<file path="src/hdl/sgrm_pkg.sv">
`timescale 1ns / 1ps
// ----------------------------------------------------------------------------
// sgrm_pkg
// Shared types, register indexes and the control store of the gain ramp mixer.
// ----------------------------------------------------------------------------
package sgrm_pkg;

  localparam int FRAC_BITS = 12;
  localparam int GAIN_W    = 16;
  localparam int SLEW_W    = 12;
  localparam int COUNT_W   = 4;
  localparam int NUM_W     = GAIN_W + SLEW_W;
  localparam int DIV_STEPS = GAIN_W;
  localparam int DCNT_W    = 5;
  localparam int CIDX_W    = 4;
  localparam int CDATA_W   = 16;
  localparam int STEP_W    = 4;

  localparam logic [CIDX_W-1:0] REG_CHANNEL_COUNT = 4'd0;
  localparam logic [CIDX_W-1:0] REG_SLEW_FRAMES   = 4'd1;
  localparam logic [CIDX_W-1:0] REG_OLD_GAIN      = 4'd2;
  localparam logic [CIDX_W-1:0] REG_NEW_GAIN      = 4'd3;

  localparam logic [COUNT_W-1:0] RST_CHANNEL_COUNT = 4'd2;
  localparam logic [SLEW_W-1:0]  RST_SLEW_FRAMES   = 12'd0;
  localparam logic [GAIN_W-1:0]  GAIN_ONE          = 16'd4096;

  typedef enum logic [2:0] {
    OP_NOP,
    OP_LOAD,
    OP_MUL_NEW,
    OP_MUL_OLD,
    OP_SUM,
    OP_DIV,
    OP_MIX_MUL,
    OP_MIX_OUT
  } op_t;

  typedef enum logic [2:0] {
    C_NEXT,
    C_ALWAYS,
    C_NO_INPUT,
    C_NO_RAMP,
    C_DIV_MORE,
    C_OUT_BUSY
  } cond_t;

  typedef logic [STEP_W-1:0] step_t;

  typedef struct packed {
    op_t   op;
    cond_t cond;
    step_t target;
  } uword_t;

  typedef struct packed {
    logic ramp_on;
    logic div_more;
    logic out_busy;
  } dp_stat_t;

  typedef struct packed {
    logic [COUNT_W-1:0] channel_count;
    logic [SLEW_W-1:0]  slew_frames;
    logic [GAIN_W-1:0]  old_gain;
    logic [GAIN_W-1:0]  new_gain;
  } cfg_t;

  localparam step_t S_WAIT = 4'd0;
  localparam step_t S_CHK  = 4'd1;
  localparam step_t S_MULN = 4'd2;
  localparam step_t S_MULO = 4'd3;
  localparam step_t S_SUM  = 4'd4;
  localparam step_t S_DIV  = 4'd5;
  localparam step_t S_MIXM = 4'd6;
  localparam step_t S_WOUT = 4'd7;
  localparam step_t S_MIXO = 4'd8;

  function automatic uword_t ucode(input step_t s);
    uword_t w;
    case (s)
      S_WAIT:  w = '{op: OP_LOAD,    cond: C_NO_INPUT, target: S_WAIT};
      S_CHK:   w = '{op: OP_NOP,     cond: C_NO_RAMP,  target: S_MIXM};
      S_MULN:  w = '{op: OP_MUL_NEW, cond: C_NEXT,     target: S_WAIT};
      S_MULO:  w = '{op: OP_MUL_OLD, cond: C_NEXT,     target: S_WAIT};
      S_SUM:   w = '{op: OP_SUM,     cond: C_NEXT,     target: S_WAIT};
      S_DIV:   w = '{op: OP_DIV,     cond: C_DIV_MORE, target: S_DIV};
      S_MIXM:  w = '{op: OP_MIX_MUL, cond: C_NEXT,     target: S_WAIT};
      S_WOUT:  w = '{op: OP_NOP,     cond: C_OUT_BUSY, target: S_WOUT};
      S_MIXO:  w = '{op: OP_MIX_OUT, cond: C_ALWAYS,   target: S_WAIT};
      default: w = '{op: OP_NOP,     cond: C_ALWAYS,   target: S_WAIT};
    endcase
    return w;
  endfunction

endpackage

</file>
<file path="src/hdl/send_gain_ramp_mixer.sv">
`timescale 1ns / 1ps
// steady gain: a sample passes the check, mix multiply, output wait and mix out steps in turn
// ramping adds two gain products, their sum and the divider; a new sample waits for mix out
// the ramping path is lengthened by the 16-step restoring divider for the gain fraction
// the output register takes one waiting result; the next item then holds until it goes
// synchronous active-low reset: registers to defaults, channel and ramp position to zero
// ----------------------------------------------------------------------------
// send_gain_ramp_mixer
// Mixes a source sample scaled by a ramped send gain into a bus sample.
// ----------------------------------------------------------------------------
module send_gain_ramp_mixer #(
  parameter int SAMPLE_WIDTH = 16,
  parameter int MAX_CHANNELS = 8
) (
  input  logic                                   clk,
  input  logic                                   rst_n,
  input  logic                                   in_tvalid,
  output logic                                   in_tready,
  // source_sample, bus_sample
  input  logic [((2*SAMPLE_WIDTH+7)/8)*8-1:0]    in_tdata,
  output logic                                   out_tvalid,
  input  logic                                   out_tready,
  // mixed_sample
  output logic [((SAMPLE_WIDTH+7)/8)*8-1:0]      out_tdata,
  // ramp_active
  output logic                                   out_tuser,
  input  logic                                   cfg_valid,
  output logic                                   cfg_ready,
  input  logic [sgrm_pkg::CIDX_W-1:0]            cfg_index,
  input  logic [sgrm_pkg::CDATA_W-1:0]           cfg_data
);
  import sgrm_pkg::*;

  localparam int OUT_W = ((SAMPLE_WIDTH + 7) / 8) * 8;

  cfg_t     cfg_r;
  logic     cfg_wr;
  logic     new_gain_wr;
  uword_t   uword;
  dp_stat_t stat;
  logic [SAMPLE_WIDTH-1:0] mixed;

  assign cfg_ready   = 1'b1;
  assign cfg_wr      = cfg_valid && cfg_ready;
  assign new_gain_wr = cfg_wr && (cfg_index == REG_NEW_GAIN);

  always_ff @(posedge clk) begin
    if (!rst_n) begin
      cfg_r.channel_count <= RST_CHANNEL_COUNT;
      cfg_r.slew_frames   <= RST_SLEW_FRAMES;
      cfg_r.old_gain      <= GAIN_ONE;
      cfg_r.new_gain      <= GAIN_ONE;
    end else if (cfg_wr) begin
      case (cfg_index)
        REG_CHANNEL_COUNT: cfg_r.channel_count <= cfg_data[COUNT_W-1:0];
        REG_SLEW_FRAMES:   cfg_r.slew_frames   <= cfg_data[SLEW_W-1:0];
        REG_OLD_GAIN:      cfg_r.old_gain      <= cfg_data[GAIN_W-1:0];
        REG_NEW_GAIN:      cfg_r.new_gain      <= cfg_data[GAIN_W-1:0];
        default: ;
      endcase
    end
  end

  assign in_tready = (uword.op == OP_LOAD);

  sgrm_seq u_seq (
    .clk      (clk),
    .rst_n    (rst_n),
    .in_valid (in_tvalid),
    .stat     (stat),
    .uword    (uword)
  );

  sgrm_dp #(
    .SAMPLE_WIDTH (SAMPLE_WIDTH),
    .MAX_CHANNELS (MAX_CHANNELS)
  ) u_dp (
    .clk         (clk),
    .rst_n       (rst_n),
    .uword       (uword),
    .cfg         (cfg_r),
    .new_gain_wr (new_gain_wr),
    .in_valid    (in_tvalid),
    .src_in      (in_tdata[SAMPLE_WIDTH-1:0]),
    .bus_in      (in_tdata[2*SAMPLE_WIDTH-1:SAMPLE_WIDTH]),
    .out_ready   (out_tready),
    .out_valid   (out_tvalid),
    .mixed       (mixed),
    .ramp_flag   (out_tuser),
    .stat        (stat)
  );

  assign out_tdata = OUT_W'(mixed);

endmodule

</file>
<file path="src/hdl/sgrm_seq.sv">
`timescale 1ns / 1ps
// ----------------------------------------------------------------------------
// sgrm_seq
// Step counter over the control store, with conditional jumps on status.
// ----------------------------------------------------------------------------
module sgrm_seq (
  input  logic              clk,
  input  logic              rst_n,
  input  logic              in_valid,
  input  sgrm_pkg::dp_stat_t stat,
  output sgrm_pkg::uword_t  uword
);
  import sgrm_pkg::*;

  step_t step_r;
  step_t step_nxt;
  logic  take;

  assign uword = ucode(step_r);

  always_comb begin
    case (uword.cond)
      C_NEXT:     take = 1'b0;
      C_ALWAYS:   take = 1'b1;
      C_NO_INPUT: take = !in_valid;
      C_NO_RAMP:  take = !stat.ramp_on;
      C_DIV_MORE: take = stat.div_more;
      C_OUT_BUSY: take = stat.out_busy;
      default:    take = 1'b1;
    endcase
    step_nxt = take ? uword.target : step_t'(step_r + 1'b1);
  end

  always_ff @(posedge clk) begin
    if (!rst_n) begin
      step_r <= S_WAIT;
    end else begin
      step_r <= step_nxt;
    end
  end

endmodule

</file>
<file path="src/hdl/sgrm_dp.sv">
`timescale 1ns / 1ps
// ----------------------------------------------------------------------------
// sgrm_dp
// Datapath: ramp gain multiplier, restoring divider, mix and saturation,
// frame position and the output register.
// ----------------------------------------------------------------------------
module sgrm_dp #(
  parameter int SAMPLE_WIDTH = 16,
  parameter int MAX_CHANNELS = 8
) (
  input  logic                      clk,
  input  logic                      rst_n,
  input  sgrm_pkg::uword_t          uword,
  input  sgrm_pkg::cfg_t            cfg,
  input  logic                      new_gain_wr,
  input  logic                      in_valid,
  input  logic [SAMPLE_WIDTH-1:0]   src_in,
  input  logic [SAMPLE_WIDTH-1:0]   bus_in,
  input  logic                      out_ready,
  output logic                      out_valid,
  output logic [SAMPLE_WIDTH-1:0]   mixed,
  output logic                      ramp_flag,
  output sgrm_pkg::dp_stat_t        stat
);
  import sgrm_pkg::*;

  localparam int CH_W   = (MAX_CHANNELS > 1) ? $clog2(MAX_CHANNELS) : 1;
  localparam int MP_W   = SAMPLE_WIDTH + GAIN_W + 1;
  localparam int TOT_W  = SAMPLE_WIDTH + GAIN_W + 2;
  localparam int SH_W   = TOT_W - FRAC_BITS;
  localparam int HEAD_W = SH_W - SAMPLE_WIDTH + 1;

  logic signed [SAMPLE_WIDTH-1:0] src_r;
  logic signed [SAMPLE_WIDTH-1:0] bus_r;
  logic [NUM_W-1:0]               prod_r;
  logic [NUM_W-1:0]               num_r;
  logic [SLEW_W-1:0]              rem_r;
  logic [GAIN_W-1:0]              quo_r;
  logic [DCNT_W-1:0]              dcnt_r;
  logic signed [MP_W-1:0]         mprod_r;
  logic [CH_W-1:0]                ch_r;
  logic [SLEW_W-1:0]              pos_r;
  logic                           out_valid_r;
  logic [SAMPLE_WIDTH-1:0]        mixed_r;
  logic                           ramp_r;

  logic                           active;
  logic [GAIN_W-1:0]              mul_a;
  logic [SLEW_W-1:0]              mul_b;
  logic [NUM_W-1:0]               mul_p;
  logic [NUM_W-1:0]               sum;
  logic [SLEW_W:0]                trial;
  logic                           ge;
  logic [GAIN_W-1:0]              gain;
  logic signed [TOT_W-1:0]        total;
  logic signed [TOT_W-1:0]        adj;
  logic signed [SH_W-1:0]         shr;
  logic [HEAD_W-1:0]              head;
  logic [SAMPLE_WIDTH-1:0]        sat;
  logic [DCNT_W-1:0]              count;
  logic                           last_ch;

  assign active = (cfg.slew_frames != '0) && (pos_r < cfg.slew_frames);

  // shared ramp multiplier
  always_comb begin
    if (uword.op == OP_MUL_NEW) begin
      mul_a = cfg.new_gain;
      mul_b = pos_r;
    end else begin
      mul_a = cfg.old_gain;
      mul_b = cfg.slew_frames - pos_r;
    end
    mul_p = NUM_W'(mul_a) * NUM_W'(mul_b);
    sum   = num_r + prod_r;
  end

  // one quotient bit per step
  assign trial = {rem_r, quo_r[GAIN_W-1]};
  assign ge    = trial >= {1'b0, cfg.slew_frames};

  assign gain = active ? quo_r : cfg.new_gain;

  // truncate toward zero, then saturate
  always_comb begin
    total = $signed({{(GAIN_W-FRAC_BITS+2){bus_r[SAMPLE_WIDTH-1]}}, bus_r, {FRAC_BITS{1'b0}}})
            + $signed({mprod_r[MP_W-1], mprod_r});
    adj   = total + (total[TOT_W-1] ? TOT_W'((1 << FRAC_BITS) - 1) : '0);
    shr   = adj[TOT_W-1:FRAC_BITS];
    head  = shr[SH_W-1:SAMPLE_WIDTH-1];
    if (!shr[SH_W-1] && (head != '0)) begin
      sat = {1'b0, {(SAMPLE_WIDTH-1){1'b1}}};
    end else if (shr[SH_W-1] && (head != '1)) begin
      sat = {1'b1, {(SAMPLE_WIDTH-1){1'b0}}};
    end else begin
      sat = shr[SAMPLE_WIDTH-1:0];
    end
  end

  always_comb begin
    if (cfg.channel_count == '0) begin
      count = DCNT_W'(1);
    end else if (DCNT_W'(cfg.channel_count) > DCNT_W'(MAX_CHANNELS)) begin
      count = DCNT_W'(MAX_CHANNELS);
    end else begin
      count = DCNT_W'(cfg.channel_count);
    end
    last_ch = (DCNT_W'(ch_r) + DCNT_W'(1)) >= count;
  end

  always_ff @(posedge clk) begin
    if (uword.op == OP_LOAD && in_valid) begin
      src_r <= src_in;
      bus_r <= bus_in;
    end
    if (uword.op == OP_MUL_NEW || uword.op == OP_MUL_OLD) begin
      prod_r <= mul_p;
    end
    if (uword.op == OP_MUL_OLD) begin
      num_r <= prod_r;
    end
    if (uword.op == OP_SUM) begin
      rem_r  <= sum[NUM_W-1:GAIN_W];
      quo_r  <= sum[GAIN_W-1:0];
      dcnt_r <= DCNT_W'(DIV_STEPS);
    end
    if (uword.op == OP_DIV) begin
      rem_r  <= ge ? SLEW_W'(trial - {1'b0, cfg.slew_frames}) : trial[SLEW_W-1:0];
      quo_r  <= {quo_r[GAIN_W-2:0], ge};
      dcnt_r <= dcnt_r - 1'b1;
    end
    if (uword.op == OP_MIX_MUL) begin
      mprod_r <= src_r * $signed({1'b0, gain});
    end
    if (uword.op == OP_MIX_OUT) begin
      mixed_r <= sat;
      ramp_r  <= active;
    end
  end

  always_ff @(posedge clk) begin
    if (!rst_n) begin
      ch_r        <= '0;
      pos_r       <= '0;
      out_valid_r <= 1'b0;
    end else begin
      if (uword.op == OP_MIX_OUT) begin
        out_valid_r <= 1'b1;
      end else if (out_ready) begin
        out_valid_r <= 1'b0;
      end
      if (uword.op == OP_MIX_OUT) begin
        if (last_ch) begin
          ch_r <= '0;
        end else begin
          ch_r <= ch_r + 1'b1;
        end
      end
      if (new_gain_wr) begin
        pos_r <= '0;
      end else if (uword.op == OP_MIX_OUT && last_ch && active) begin
        pos_r <= pos_r + 1'b1;
      end
    end
  end

  assign stat.ramp_on  = active;
  assign stat.div_more = dcnt_r != DCNT_W'(1);
  assign stat.out_busy = out_valid_r && !out_ready;

  assign out_valid = out_valid_r;
  assign mixed     = mixed_r;
  assign ramp_flag = ramp_r;

endmodule

</file>
<file path="config.mk">
export PLATFORM = sky130hd
export DESIGN_NAME = send_gain_ramp_mixer
export DESIGN_NICKNAME = d
export VERILOG_FILES = /design/src/hdl/sgrm_pkg.sv /design/src/hdl/send_gain_ramp_mixer.sv /design/src/hdl/sgrm_seq.sv /design/src/hdl/sgrm_dp.sv
export SDC_FILE = /design/constraint.sdc
export NUM_CORES = 2
export LEC_CHECK = 0
export ABC_AREA = 1
export BUFFER_PORTS_ARGS = -buffer_cell sky130_fd_sc_hd__buf_2
export CELL_PAD_IN_SITES_DETAIL_PLACEMENT = 0
export CELL_PAD_IN_SITES_GLOBAL_PLACEMENT = 1
export CORE_UTILIZATION = 45
export DETAILED_ROUTE_END_ITERATION = 7
export PLACE_DENSITY = 0.86
export REMOVE_ABC_BUFFERS = 1
export SKIP_LAST_GASP = 1
export SLEW_MARGIN = 20
export SYNTH_ARGS = -nofsm -noshare
export SYNTH_HDL_FRONTEND = slang
export SYNTH_SLANG_ARGS = --single-unit
</file>
<file path="constraint.sdc">
create_clock -name clk -period 7.15 [get_ports clk]
set_input_delay 1.43 -clock clk [delete_from_list [all_inputs] [get_ports clk]]
set_output_delay 1.43 -clock clk [all_outputs]
set_load 0.02 [all_outputs]
</file>
==> flow_summary.json <==
{
  "floorplan.rows": 92,
  "die_width_um": 254.8,
  "synthesis.instances": 3518,
  "cellLeakagePower_nw": 16.37,
  "crit_cells": 36,
  "first_global_vias": 24212,
  "cp_top_family": "adder cells",
  "synth-async-reset-ratio": 0,
  "fillerInstances": 5915,
  "clk_pin_slew_worst_paths_ns": 0.07,
  "ys_types": 62,
  "holdWs_ns": 0.4567,
  "nNetsFinal": 4479,
  "vias": 23920,
  "start_kind": "flip-flop",
  "residual_overflow_from_global_routing": 0,
  "clock_latency_ns": 0.60,
  "clock-root-buffer": "sky130_fd_sc_hd__clkbuf_16",
  "route.detailed.wl_per_inst_um": 16.86,
  "wl_mm": 78.74,
  "die-height_um": 254.8,
  "drt_pass1_iterations": 7,
  "multiInputGateArea_um2": 19960,
  "number_of_hold_repair_buffers_added_at_the_cts_stage": 0,
  "timing_worst_slew_pin_value_ns": 0.9863,
  "ir_drop_uv": 658.1,
  "synth-seq-area-share": 0.2314,
  "die_area_um2": 64930,
  "fraction_of_layout_instances_using_a_drive_strength_above_1": 0.1661,
  "pre_cts_ws_ns": -0.2615,
  "hpwlAfterDp_mm": 63.77,
  "slew_violations": 0,
  "slew-limit-headroom": 0.3417,
  "cp_slowest_cell": "sky130_fd_sc_hd__fa_2",
  "timing.final.setup_violations": 0,
  "yosys_most_used_dff": "sky130_fd_sc_hd__edfxtp_1",
  "initial_utilization": 0.4559,
  "critical_path.max_fanout": 5,
  "critical_path_buf_inv_count": 12,
  "level_count_of_the_clock_h_tree": 1,
  "place_area_um2": 31380,
  "grt_start_max_net_pins": 52,
  "grt_antenna_before_repair": 0,
  "buffer_ports.inserted": 75,
  "dr.first_iter.drc_count": 1349,
  "cts_tree": "yes",
  "min_clock_period_post_route_ns": 7.033,
  "cts_buffers": 30,
  "antenna_violating_nets_post_route": 0,
  "max-clock-path-buffers": 3,
  "achievable-frequency_ghz": 0.1422,
  "stdcell_count": 4670,
  "place.gp.congestion": 0.9805,
  "grt_util_all_layers": 0.2451,
  "tritoncts_num_sinks": 247,
  "critPathCapture": "u_dp.mprod_r[25]",
  "worst_ep_required_time_ns": 7.48,
  "viasPerCell": 5.122,
  "layout.cell_area.non_filler_um2": 33870,
  "reg2regPathDepth": 36,
  "synth.ff_latch_count": 247,
  "count_of_flip_flops_with_a_built_in_enable_after_synthesis": 171,
  "worstHoldPathType": "reg2reg",
  "cap_viol_max_count": 0,
  "register_area_um2": 6658,
  "status": "completed",
  "area_delta_synth_final_pct": 17.75,
  "totalPowerFinal_mw": 13.48,
  "cpMostUsedCell": "sky130_fd_sc_hd__inv_1",
  "final_critical_path_setup_slack_ns": 0.1167,
  "timing.critical_path.arrival_ns": 7.36,
  "mappedNetlistArea_um2": 28760,
  "synth-warning-count": 0,
  "final.setup.tns_ns": 0,
  "core_region_area_um2": 63080,
  "fin_skew_ns": 0.02715,
  "cp-startpoint": "cfg_r[32]",
  "boundary_pin_count": 77,
  "worstReg2RegStart": "cfg_r[32]",
  "hold_path_depth": 2,
  "worst_r2r_endpoint": "u_dp.mprod_r[25]",
  "dpl.cell_count": 4562,
  "antenna_cells_inserted": 0,
  "finish.utilization": 0.5369,
  "final-hold-violation-count": 0,
  "end_kind": "flip-flop",
  "crit_path_max_incr_delay_ns": 0.58,
  "timing.setup.critical_path_class": "reg2reg",
  "drc_violation_count_after_routing": 0,
  "avgSynthCellArea_um2": 8.175,
  "final.period_utilization": 0.9837,
  "setup.reg_to_reg.worst_slack_ns": 0.12,
  "power.density_cell_area_nw_per_um2": 398.2,
  "grt_first_pass_wirelength_mm": 124.5
}
state kept, by name, indices dropped and copies added (netlist names):
name,cells
u_dp.bus_r,16
u_dp.pos_r,12
u_dp.out_valid,1
u_dp.quo_r,16
u_dp.mprod_r,33
u_dp.ramp_flag,1
u_dp.num_r,28
u_seq.uword,8
u_dp.src_r,16
u_dp.prod_r,28
cfg_r,48
u_dp.ch_r,3
u_dp.dcnt_r,5
u_dp.rem_r,12
u_seq.step_r,4
u_dp.mixed,16
worst reg2reg max path, delay by kind of cell, from the launching register on:
| kind | cells | cell delay [ns] |
|---|---|---|
| AND/OR/NAND/NOR | 9 | 0.78 |
| AO/OA/AOI/OAI | 5 | 0.86 |
| adder cells (fa/ha/maj) | 9 | 3.51 |
| buffers and inverters | 12 | 1.17 |
| flip-flops | 1 | 0.33 |
| XOR/XNOR | 1 | 0.13 |
layout make-up:
cell class              count  area share
clock buffers              38     0.02394
inverters                 728     0.08106
multi-input cells        2484      0.5894
well taps                 846     0.03126
clock inverters            18    0.007907
flip-flops and latches    247      0.1966
repair buffers            309     0.06983
cell usage after synthesis (all sizes together) (51+ instances only):
master | instances | area (um2)
o21ai | 191 | 970.9
dfxtp | 76 | 1521
clkbuf | 51 | 191.4
inv | 705 | 2646
ha | 284 | 3553
nand3 | 93 | 503.0
edfxtp | 171 | 5135
xor2 | 60 | 533.0
fa | 338 | 6766
nor2 | 339 | 1318
a21oi | 218 | 1121
nand2 | 766 | 2965
kinds of logic after synthesis:
kind of cell | count (synthesis) | share of synthesized area
adder cells (fa/ha/maj) | 622 | 0.3588
buffers and inverters | 787 | 0.1037
AO/OA/AOI/OAI | 475 | 0.09019
AND/OR/NAND/NOR | 1300 | 0.1892
flip-flops | 247 | 0.2314
other | 1 | 0.0001304
XOR/XNOR | 86 | 0.02645
cells in the final DEF (no fill, tap or decap), types with 59 or more instances in the layout:
cell	netlist	final
sky130_fd_sc_hd__a21oi_1	212	186
sky130_fd_sc_hd__ha_1	284	258
sky130_fd_sc_hd__xor2_1	59	59
sky130_fd_sc_hd__buf_2	2	75
sky130_fd_sc_hd__nand2_1	738	720
sky130_fd_sc_hd__dfxtp_1	76	75
sky130_fd_sc_hd__o21ai_0	165	150
sky130_fd_sc_hd__fa_1	338	323
sky130_fd_sc_hd__nor2_1	323	311
sky130_fd_sc_hd__buf_4	1	204
sky130_fd_sc_hd__inv_1	695	671
sky130_fd_sc_hd__edfxtp_1	171	171
sky130_fd_sc_hd__nand3_1	87	81
layer usage:
layer / up-vias / wire length [um] / track usage
met2: 658 / 38500 / 0.4340
met3: 200 / 4042 / 0.02929
met4: 0 / 4631 / 0.1151
met1: 11451 / 31570 / 0.2955
met5: - / 0 / 0
li1: 11611 / - / -
repair_timing:
item | CTS | global route
pin swaps | 5 | 130
cloned | 0 | 3
gates resized for setup | 37 | 202
setup endpoints to repair | 20 | 30
setup buffers | 3 | 46
report_power, final:
part	internal [mW]	switching, mW	leakage, nW
Combinational	4.04	5.53	13.7
Clock	1.02	0.657	0.515
Sequential	2.04	0.192	2.19
how the worst min path moves through the flow:
stage / start / endpoint / slack, ns
3_5_place_dp: cfg_r[28] / cfg_r[28] / 0.44
3_3_place_gp: cfg_r[28] / cfg_r[28] / 0.43
4_1_cts: cfg_r[28] / cfg_r[28] / 0.46
5_1_grt: u_dp.prod_r[0] / u_dp.num_r[0] / 0.47
6_report: cfg_r[29] / cfg_r[29] / 0.46
2_1_floorplan: cfg_r[28] / cfg_r[28] / 0.42
(Power assumes the default switching activity.)
